--- src/sv/lps_pkg.sv ---
// Shared constants and result codes for the linear probing hash set.
package lps_pkg;

	// Table geometry
	localparam int TABLE_SIZE = 16;
	localparam int KEY_WIDTH  = 32;

	// Key bits on the request channel and key bits kept per slot
	localparam int KEY_IN_W = 32;
	localparam int STORE_W  = (KEY_WIDTH < KEY_IN_W) ? KEY_WIDTH : KEY_IN_W;
	localparam int ENTRY_W  = STORE_W + 1;
	localparam int SLOT_W   = (TABLE_SIZE > 1) ? $clog2(TABLE_SIZE) : 1;

	// Result fields
	localparam int STATUS_W   = 2;
	localparam int SLOT_OUT_W = 4;
	localparam int OUT_DATA_W = 8;
	localparam int OUT_PAD_W  = OUT_DATA_W - STATUS_W - SLOT_OUT_W;

	localparam logic [STATUS_W-1:0] ST_INSERTED = 2'd0;
	localparam logic [STATUS_W-1:0] ST_FULL     = 2'd1;
	localparam logic [STATUS_W-1:0] ST_FOUND    = 2'd2;
	localparam logic [STATUS_W-1:0] ST_MISSING  = 2'd3;

	localparam logic KIND_INSERT = 1'b0;
	localparam logic KIND_SEARCH = 1'b1;

endpackage

--- src/sv/lps_ram.sv ---
// Generic single-write, single-read synchronous RAM with registered read data.
module lps_ram #(
	parameter int WIDTH = 8,
	parameter int DEPTH = 16
) (
	input  logic                             clk,
	input  logic                             we,
	input  logic [$clog2(DEPTH)-1:0]         waddr,
	input  logic [WIDTH-1:0]                 wdata,
	input  logic [$clog2(DEPTH)-1:0]         raddr,
	output logic [WIDTH-1:0]                 rdata
);

	logic [WIDTH-1:0] mem_q [DEPTH];
	logic [WIDTH-1:0] rdata_q;

	always_ff @(posedge clk) begin
		if (we) begin
			mem_q[waddr] <= wdata;
		end
		rdata_q <= mem_q[raddr];
	end

	assign rdata = rdata_q;

endmodule

--- src/sv/lps_hash.sv ---
// Home slot unit: key modulo table size, registered in the cycle after start.
module lps_hash import lps_pkg::*; (
	input  logic                clk,
	input  logic                arst_n,
	input  logic                start,
	input  logic [KEY_IN_W-1:0] key,
	output logic                done,
	output logic [SLOT_W-1:0]   home
);

	logic              done_q;
	logic [SLOT_W-1:0] home_q;

	always_ff @(posedge clk or negedge arst_n) begin
		if (!arst_n) begin
			done_q <= 1'b0;
		end else begin
			done_q <= start;
		end
	end

	// Table size is a power of two, so the remainder reduces to the low key bits
	always_ff @(posedge clk) begin
		if (start) begin
			home_q <= SLOT_W'(key % KEY_IN_W'(TABLE_SIZE));
		end
	end

	assign done = done_q;
	assign home = home_q;

endmodule

--- src/sv/linear_probe_hash_set_top.sv ---
// Top level of the linear probing hash set: request capture, probe sequencer, result register.
//
// A set of keys held in an open-addressing table of TABLE_SIZE slots, one RAM
// word per slot holding an occupied flag and the key. Each request carries a
// kind (tuser: 0 insert, 1 search) and a key (tdata). The home slot is the key
// modulo TABLE_SIZE, registered in the cycle after the request is accepted.
// The probe then walks the table upward with wrap-around, one slot per cycle,
// by issuing the read of the next slot while the current slot's word comes
// back from the RAM's single read port. An insert writes the key into the
// first free slot (duplicates are not checked) or answers "full" after a whole
// lap. A search stops on a match, on a free slot, or after a whole lap.
// Every request yields exactly one result: status and slot in m_tdata.
// One request is in flight at a time. After acceptance it passes through the
// hash, probe and emit states before the result is offered; the probe reads P
// slots (1 to TABLE_SIZE) through the RAM read port, and the emit state waits
// while an earlier result has not yet left the output register. The result
// sits in an output register, so the next request may be accepted while an
// earlier result still waits for m_tready. After reset the block runs a
// clearing pass through every RAM slot, resetting every occupied flag, and
// holds s_tready low until it is done.
// The single write of an insert lands before the next request's hash finishes,
// so a probe never reads a slot with a write still pending.
module linear_probe_hash_set_top import lps_pkg::*; (
	input  logic                  clk,
	input  logic                  arst_n,
	input  logic                  s_tvalid,
	output logic                  s_tready,
	input  logic [KEY_IN_W-1:0]   s_tdata,   // [31:0] key
	input  logic                  s_tuser,   // [0] kind
	output logic                  m_tvalid,
	input  logic                  m_tready,
	output logic [OUT_DATA_W-1:0] m_tdata    // [1:0] status, [5:2] slot, [7:6] zero
);

	localparam logic [2:0] S_CLEAR = 3'd0;
	localparam logic [2:0] S_IDLE  = 3'd1;
	localparam logic [2:0] S_HASH  = 3'd2;
	localparam logic [2:0] S_PROBE = 3'd3;
	localparam logic [2:0] S_EMIT  = 3'd4;

	localparam logic [SLOT_W-1:0] LAST_SLOT = SLOT_W'(TABLE_SIZE - 1);

	logic [2:0]            state_q;
	logic [SLOT_W-1:0]     clr_q;
	logic [SLOT_W-1:0]     cnt_q;
	logic [SLOT_W-1:0]     addr_s1;
	logic                  kind_q;
	logic [STORE_W-1:0]    key_q;
	logic [STATUS_W-1:0]   res_status_q;
	logic [SLOT_OUT_W-1:0] res_slot_q;
	logic                  m_tvalid_q;
	logic [OUT_DATA_W-1:0] m_tdata_q;

	logic                  hash_start;
	logic                  hash_done;
	logic [SLOT_W-1:0]     hash_home;

	logic                  ram_we;
	logic [SLOT_W-1:0]     ram_waddr;
	logic [ENTRY_W-1:0]    ram_wdata;
	logic [SLOT_W-1:0]     ram_raddr;
	logic [ENTRY_W-1:0]    ram_rdata;

	logic                  rd_occ;
	logic                  rd_match;
	logic                  lap_done;
	logic [SLOT_W-1:0]     next_addr;
	logic                  probe_end;
	logic                  probe_wr;
	logic [STATUS_W-1:0]   res_status;
	logic [SLOT_W-1:0]     res_slot;
	logic                  out_free;

	// Accept a request only between items and after the clearing pass
	assign s_tready   = (state_q == S_IDLE);
	assign hash_start = (state_q == S_IDLE) && s_tvalid;

	lps_hash u_hash (
		.clk    (clk),
		.arst_n (arst_n),
		.start  (hash_start),
		.key    (KEY_IN_W'(s_tdata[STORE_W-1:0])),
		.done   (hash_done),
		.home   (hash_home)
	);

	// Word of the slot at addr_s1 arrives this cycle
	assign rd_occ    = ram_rdata[STORE_W];
	assign rd_match  = rd_occ && (ram_rdata[STORE_W-1:0] == key_q);
	assign lap_done  = (cnt_q == LAST_SLOT);
	assign next_addr = (addr_s1 == LAST_SLOT) ? '0 : addr_s1 + SLOT_W'(1);

	// Decide whether the probe stops on the current slot
	always_comb begin
		probe_end  = 1'b0;
		probe_wr   = 1'b0;
		res_status = ST_MISSING;
		res_slot   = '0;
		if (kind_q == KIND_INSERT) begin
			if (!rd_occ) begin
				probe_end  = 1'b1;
				probe_wr   = 1'b1;
				res_status = ST_INSERTED;
				res_slot   = addr_s1;
			end else if (lap_done) begin
				probe_end  = 1'b1;
				res_status = ST_FULL;
			end
		end else begin
			if (!rd_occ) begin
				probe_end  = 1'b1;
			end else if (rd_match) begin
				probe_end  = 1'b1;
				res_status = ST_FOUND;
				res_slot   = addr_s1;
			end else if (lap_done) begin
				probe_end  = 1'b1;
			end
		end
	end

	// RAM ports: clearing pass or insert on the write side, probe on the read side
	assign ram_we    = (state_q == S_CLEAR) || ((state_q == S_PROBE) && probe_wr);
	assign ram_waddr = (state_q == S_CLEAR) ? clr_q : addr_s1;
	assign ram_wdata = (state_q == S_CLEAR) ? '0 : {1'b1, key_q};
	assign ram_raddr = (state_q == S_HASH) ? hash_home : next_addr;

	lps_ram #(
		.WIDTH (ENTRY_W),
		.DEPTH (TABLE_SIZE)
	) u_ram (
		.clk   (clk),
		.we    (ram_we),
		.waddr (ram_waddr),
		.wdata (ram_wdata),
		.raddr (ram_raddr),
		.rdata (ram_rdata)
	);

	assign out_free = !m_tvalid_q || m_tready;

	// Sequencer
	always_ff @(posedge clk or negedge arst_n) begin
		if (!arst_n) begin
			state_q <= S_CLEAR;
			clr_q   <= '0;
			cnt_q   <= '0;
			addr_s1 <= '0;
		end else begin
			unique case (state_q)
				S_CLEAR: begin
					clr_q <= clr_q + SLOT_W'(1);
					if (clr_q == LAST_SLOT) begin
						state_q <= S_IDLE;
					end
				end
				S_IDLE: begin
					if (s_tvalid) begin
						state_q <= S_HASH;
					end
				end
				S_HASH: begin
					// Read of the home slot issues in this cycle
					if (hash_done) begin
						addr_s1 <= hash_home;
						cnt_q   <= '0;
						state_q <= S_PROBE;
					end
				end
				S_PROBE: begin
					if (probe_end) begin
						state_q <= S_EMIT;
					end else begin
						addr_s1 <= next_addr;
						cnt_q   <= cnt_q + SLOT_W'(1);
					end
				end
				S_EMIT: begin
					if (out_free) begin
						state_q <= S_IDLE;
					end
				end
				default: begin
					state_q <= S_CLEAR;
					clr_q   <= '0;
				end
			endcase
		end
	end

	// Request and result payload
	always_ff @(posedge clk) begin
		if (hash_start) begin
			kind_q <= s_tuser;
			key_q  <= s_tdata[STORE_W-1:0];
		end
		if ((state_q == S_PROBE) && probe_end) begin
			res_status_q <= res_status;
			res_slot_q   <= SLOT_OUT_W'(res_slot);
		end
		if ((state_q == S_EMIT) && out_free) begin
			m_tdata_q <= {{OUT_PAD_W{1'b0}}, res_slot_q, res_status_q};
		end
	end

	// Hold the result until taken
	always_ff @(posedge clk or negedge arst_n) begin
		if (!arst_n) begin
			m_tvalid_q <= 1'b0;
		end else if ((state_q == S_EMIT) && out_free) begin
			m_tvalid_q <= 1'b1;
		end else if (m_tready) begin
			m_tvalid_q <= 1'b0;
		end
	end

	assign m_tvalid = m_tvalid_q;
	assign m_tdata  = m_tdata_q;

	a_write_owner: assert property (@(posedge clk) disable iff (!arst_n)
		ram_we |-> (state_q == S_CLEAR) || ((state_q == S_PROBE) && (kind_q == KIND_INSERT)))
		else $error("table write outside clearing pass or insert probe");

	a_result_source: assert property (@(posedge clk) disable iff (!arst_n)
		$rose(m_tvalid_q) |-> ($past(state_q) == S_EMIT))
		else $error("result raised without a finished probe");

	a_hash_timing: assert property (@(posedge clk) disable iff (!arst_n)
		hash_done |-> (state_q == S_HASH))
		else $error("home slot ready outside hash phase");

	a_accept_starts: assert property (@(posedge clk) disable iff (!arst_n)
		(s_tvalid && s_tready) |=> (state_q == S_HASH))
		else $error("accepted request did not start hashing");

endmodule
--- config.mk ---
export PLATFORM = sky130hd
export DESIGN_NAME = linear_probe_hash_set_top
export DESIGN_NICKNAME = d
export VERILOG_FILES = /design/src/sv/lps_pkg.sv /design/src/sv/lps_ram.sv /design/src/sv/lps_hash.sv /design/src/sv/linear_probe_hash_set_top.sv
export SDC_FILE = /design/constraint.sdc
export NUM_CORES = 1
export LEC_CHECK = 0
export ABC_AREA = 1
export BUFFER_PORTS_ARGS = -buffer_cell sky130_fd_sc_hd__buf_2
export CAP_MARGIN = 0
export CORE_MARGIN = 3
export CORE_UTILIZATION = 50
export CTS_CLUSTER_SIZE = 8
export DETAILED_ROUTE_END_ITERATION = 10
export PLACE_DENSITY = 0.65
export SLEW_MARGIN = 10
export SYNTH_ARGS = -nofsm -noshare
export SYNTH_HDL_FRONTEND = slang
export SYNTH_SLANG_ARGS = --single-unit
--- constraint.sdc ---
create_clock -name clk -period 8.64 [get_ports clk]
set_clock_uncertainty 0.05 [all_clocks]
set_input_delay 0.432 -clock clk [delete_from_list [all_inputs] [get_ports clk]]
set_output_delay 0.432 -clock clk [all_outputs]
set_load 0.02 [all_outputs]
==> reports/results.tsv <==
metric	value	unit
total_power	12.1	mW
drc	0	
grt_pass1_vias	15800	
switching_power	4.73	mW
clkSinkCount	623	
port_buffers	44	
crit_top_cell	nand2_1	
ys_seq_area_frac	0.728	
fp-row-count	81	
grt_use_total	0.237	
grt_first_pass_wirelength	95500	µm
vdd_drop_max	0.355	mV
synth-adder-area-share	0.00149	
detailed_place_hpwl	31200	µm
synth-simple-area-share	0.0699	
fin_crit	4.09	ns
core	0.0493	mm²
p_int	7.40	mW
via_per_inst	5.78	
synthCells	1997	
cpMaxStageDelayCell	nand2_4	
tns	0	ns
path_cells	ha_1 -> nand2_1 -> o21ai_1 -> nand2_4 -> nand2_4 -> buf_6 -> nand2_1 -> o211ai_1 -> o211ai_1 -> nand3_1 -> nand2_1	
synth-compound-area-share	0.141	
seqPwrFrac	0.367	
tightest_slew	1.07	ns
power_density	419	mW/mm²
cp_max_fo	134	
r2r-start	addr_s1[1]	
crit_path_max_incr_delay	0.91	ns
grt_overflow_total	0	
endpoint_kind	flip-flop	
finalHoldViolCount	0	
cts_tree	yes	
rrSetupSlack	4.55	ns
slew_viol_final	0	
place_congestion	0.792	
ys_ff_latch	623	
worst-r2r-cell-count	11	
timing.rr.end	u_ram.rdata[32]	
cts_setup_buffers	0	
root_buffer	clkbuf_16	
synthMuxAreaShare	0.000399	
cts_buffers	88	
clkLatencyLatePin	0.64	ns
area_growth	15.1	%
pwr-share-clk	0.260	
dr.pass1.iters	5	
cp.arrival	4.54	ns
drt_iter0_drc	1770	
dieArea	0.0530	mm²
fmax	0.245	GHz
critPathLaunchType	flip-flop	
fin_crit_sh	0.473	
clockBufferDepth	3	
io_pins	47	
grt_antenna_before_repair	0	
avgRoutedWirePerCell	22.3	µm
hp-class	primary input to asynchronous set/reset pin	
antenna_cells	0	
status	complete, no violations	
synth_area	0.0251	mm²
die_w	230	µm
start_util	0.510	
critical_path.top_delay_family	simple AND/OR/NAND/NOR gates	
yosys_warnings	0	
cap_violations	0	
path_class	flip-flop to flip-flop	
clk_pin_slew	0.05	ns
synth-xor-area-share	0.00384	
path_buf_inv	1	
grt_start_max_net_pins	135	
synth_area_per_cell	12.6	µm²
route.antenna.remaining_nets	0	
rsz0062_at_grt	false	
setup_viol	0	
switching_share	0.390	
nets	2112	
drive_above_1_share	0.0950	
synth_top_family_by_area	compound AO/OA/AOI/OAI gates	
wirelength	62500	µm
synth.distinct_cells	34	
die_h	230	µm
leakage	10.3	nW
combPwrFrac	0.373	
h-tree-depth	3	
vias	16200	
slew_headroom	0.281	
critPathRequiredTime	9.09	ns
what timing repair did:
item / in CTS / in global routing
resized for setup: 0 / 0
endpoints found under the setup margin: 0 / 0
hold buffers: 35 / 0
endpoints found under the hold margin: 51 / 0
sequential cells by signal, summed over array words and instances, names as in the netlist, 3 cells and up:
name	count
key_q	29
u_ram.rdata	33
u_hash.home	3
state_q	3
u_ram.mem_q	528
addr_s1	4
cnt_q	4
m_tdata	6
clr_q	4
res_slot_q	4
power by group through the flow:
stage / Sequential (mW) / Combinational, mW / Clock (mW)
2_1_floorplan: 4.46 / 3.11 / 0
3_3_place_gp: 4.48 / 4.39 / 0
3_5_place_dp: 4.50 / 4.48 / 0
4_1_cts: 4.45 / 4.50 / 3.21
5_1_grt: 4.49 / 4.99 / 3.36
6_report: 4.45 / 4.52 / 3.16
final cells by class:
| cell class | instances | area [µm²] |
|---|---|---|
| Timing Repair Buffer | 110 | 807 |
| Inverter | 215 | 812 |
| Fill cell | 3871 | 20300 |
| Sequential cell | 623 | 18300 |
| Clock buffer | 148 | 2470 |
| Multi-Input combinational cell | 1034 | 5620 |
| Clock inverter | 6 | 82.6 |
| Tap cell | 664 | 831 |
per-stage QoR:
step / worst slack, ns / cell area (µm²) / util / hold WS [ns] / instances
CTS: 4.34 / 28900 / 0.587 / 0.217 / 2800
global route: 4.22 / 28900 / 0.587 / 0.259 / 2800
global placement: 4.53 / 26000 / 0.528 / 0.345 / 2611
floorplan: 5.22 / 25100 / - / 0.0864 / 1998
detailed placement: 4.37 / 26000 / 0.528 / 0.355 / 2611
finish: 4.55 / 28900 / 0.587 / 0.225 / 2800
worst max path at each step:
stage / cells after the start / end / from
after floorplan: 9 / u_ram.mem_q[12][0] / state_q[1]
after global placement: 10 / u_ram.rdata[31] / addr_s1[1]
after detailed placement: 11 / u_ram.rdata[32] / addr_s1[1]
after CTS: 11 / u_ram.rdata[32] / addr_s1[1]
after global routing: 10 / u_ram.rdata[20] / addr_s1[1]
final: 11 / u_ram.rdata[32] / addr_s1[1]
worst register-to-register path: stages (launching register included):
cell and delay (ns):
dfrtp_1 0.39, ha_1 0.19, nand2_1 0.07, o21ai_1 0.26, nand2_4 0.46, nand2_4 0.96
buf_6 0.86, nand2_1 0.22, o211ai_1 0.15, o211ai_1 0.14, nand3_1 0.14, nand2_1 0.06
Yosys cell counts, drive strengths merged:
cell / instances / area (µm²)
nor2: 94 / 363
inv: 214 / 803
nor3: 4 / 20.0
buf: 68 / 363
edfxtp: 573 / 17200
nand3b: 2 / 15.0
o22ai: 3 / 18.8
clkinv: 1 / 3.75
nand2: 245 / 930
nand3: 83 / 415
a21oi: 168 / 841
nand4: 1 / 6.26
ha: 3 / 37.5
o211ai: 231 / 1730
conb: 1 / 3.75
xnor2: 5 / 43.8
a211oi: 1 / 7.51
or2: 1 / 6.26
o21ai: 184 / 932
xor2: 6 / 52.6
clkbuf: 58 / 218
mux2i: 1 / 10.0
dfxtp: 33 / 661
dfrtp: 17 / 425
cells by family after synthesis:
logic type,after synthesis
DFF,623
xor gates and xnor gates,11
AOI/OAI and AO/OA,587
muxes,1
other,1
and+or+nand+nor,430
buffers and inverters,341
adders and majority gates,3
routing by layer:
metal / part of all wire / vias up / global-route usage
li1: - / 7434 / -
met1: 0.42 / 7888 / 0.326
met2: 0.48 / 731 / 0.382
met3: 0.078 / 122 / 0.0408
met4: 0.026 / 0 / 0.0890
met5: 0 / - / 0
cells in the final DEF, fill, tap and decap left out, types with 30 or more instances in the layout:
cell	count
a21oi_1	168
buf_2	44
buf_4	30
clkbuf_1	58
clkbuf_16	90
dfxtp_1	33
dlygate4sd3_1	35
edfxtp_1	573
inv_1	209
nand2_1	241
nand3_1	83
nor2_1	74
o211ai_1	231
o21ai_0	107
o21ai_1	74
Note: power is estimated with default switching activity, not from simulation.
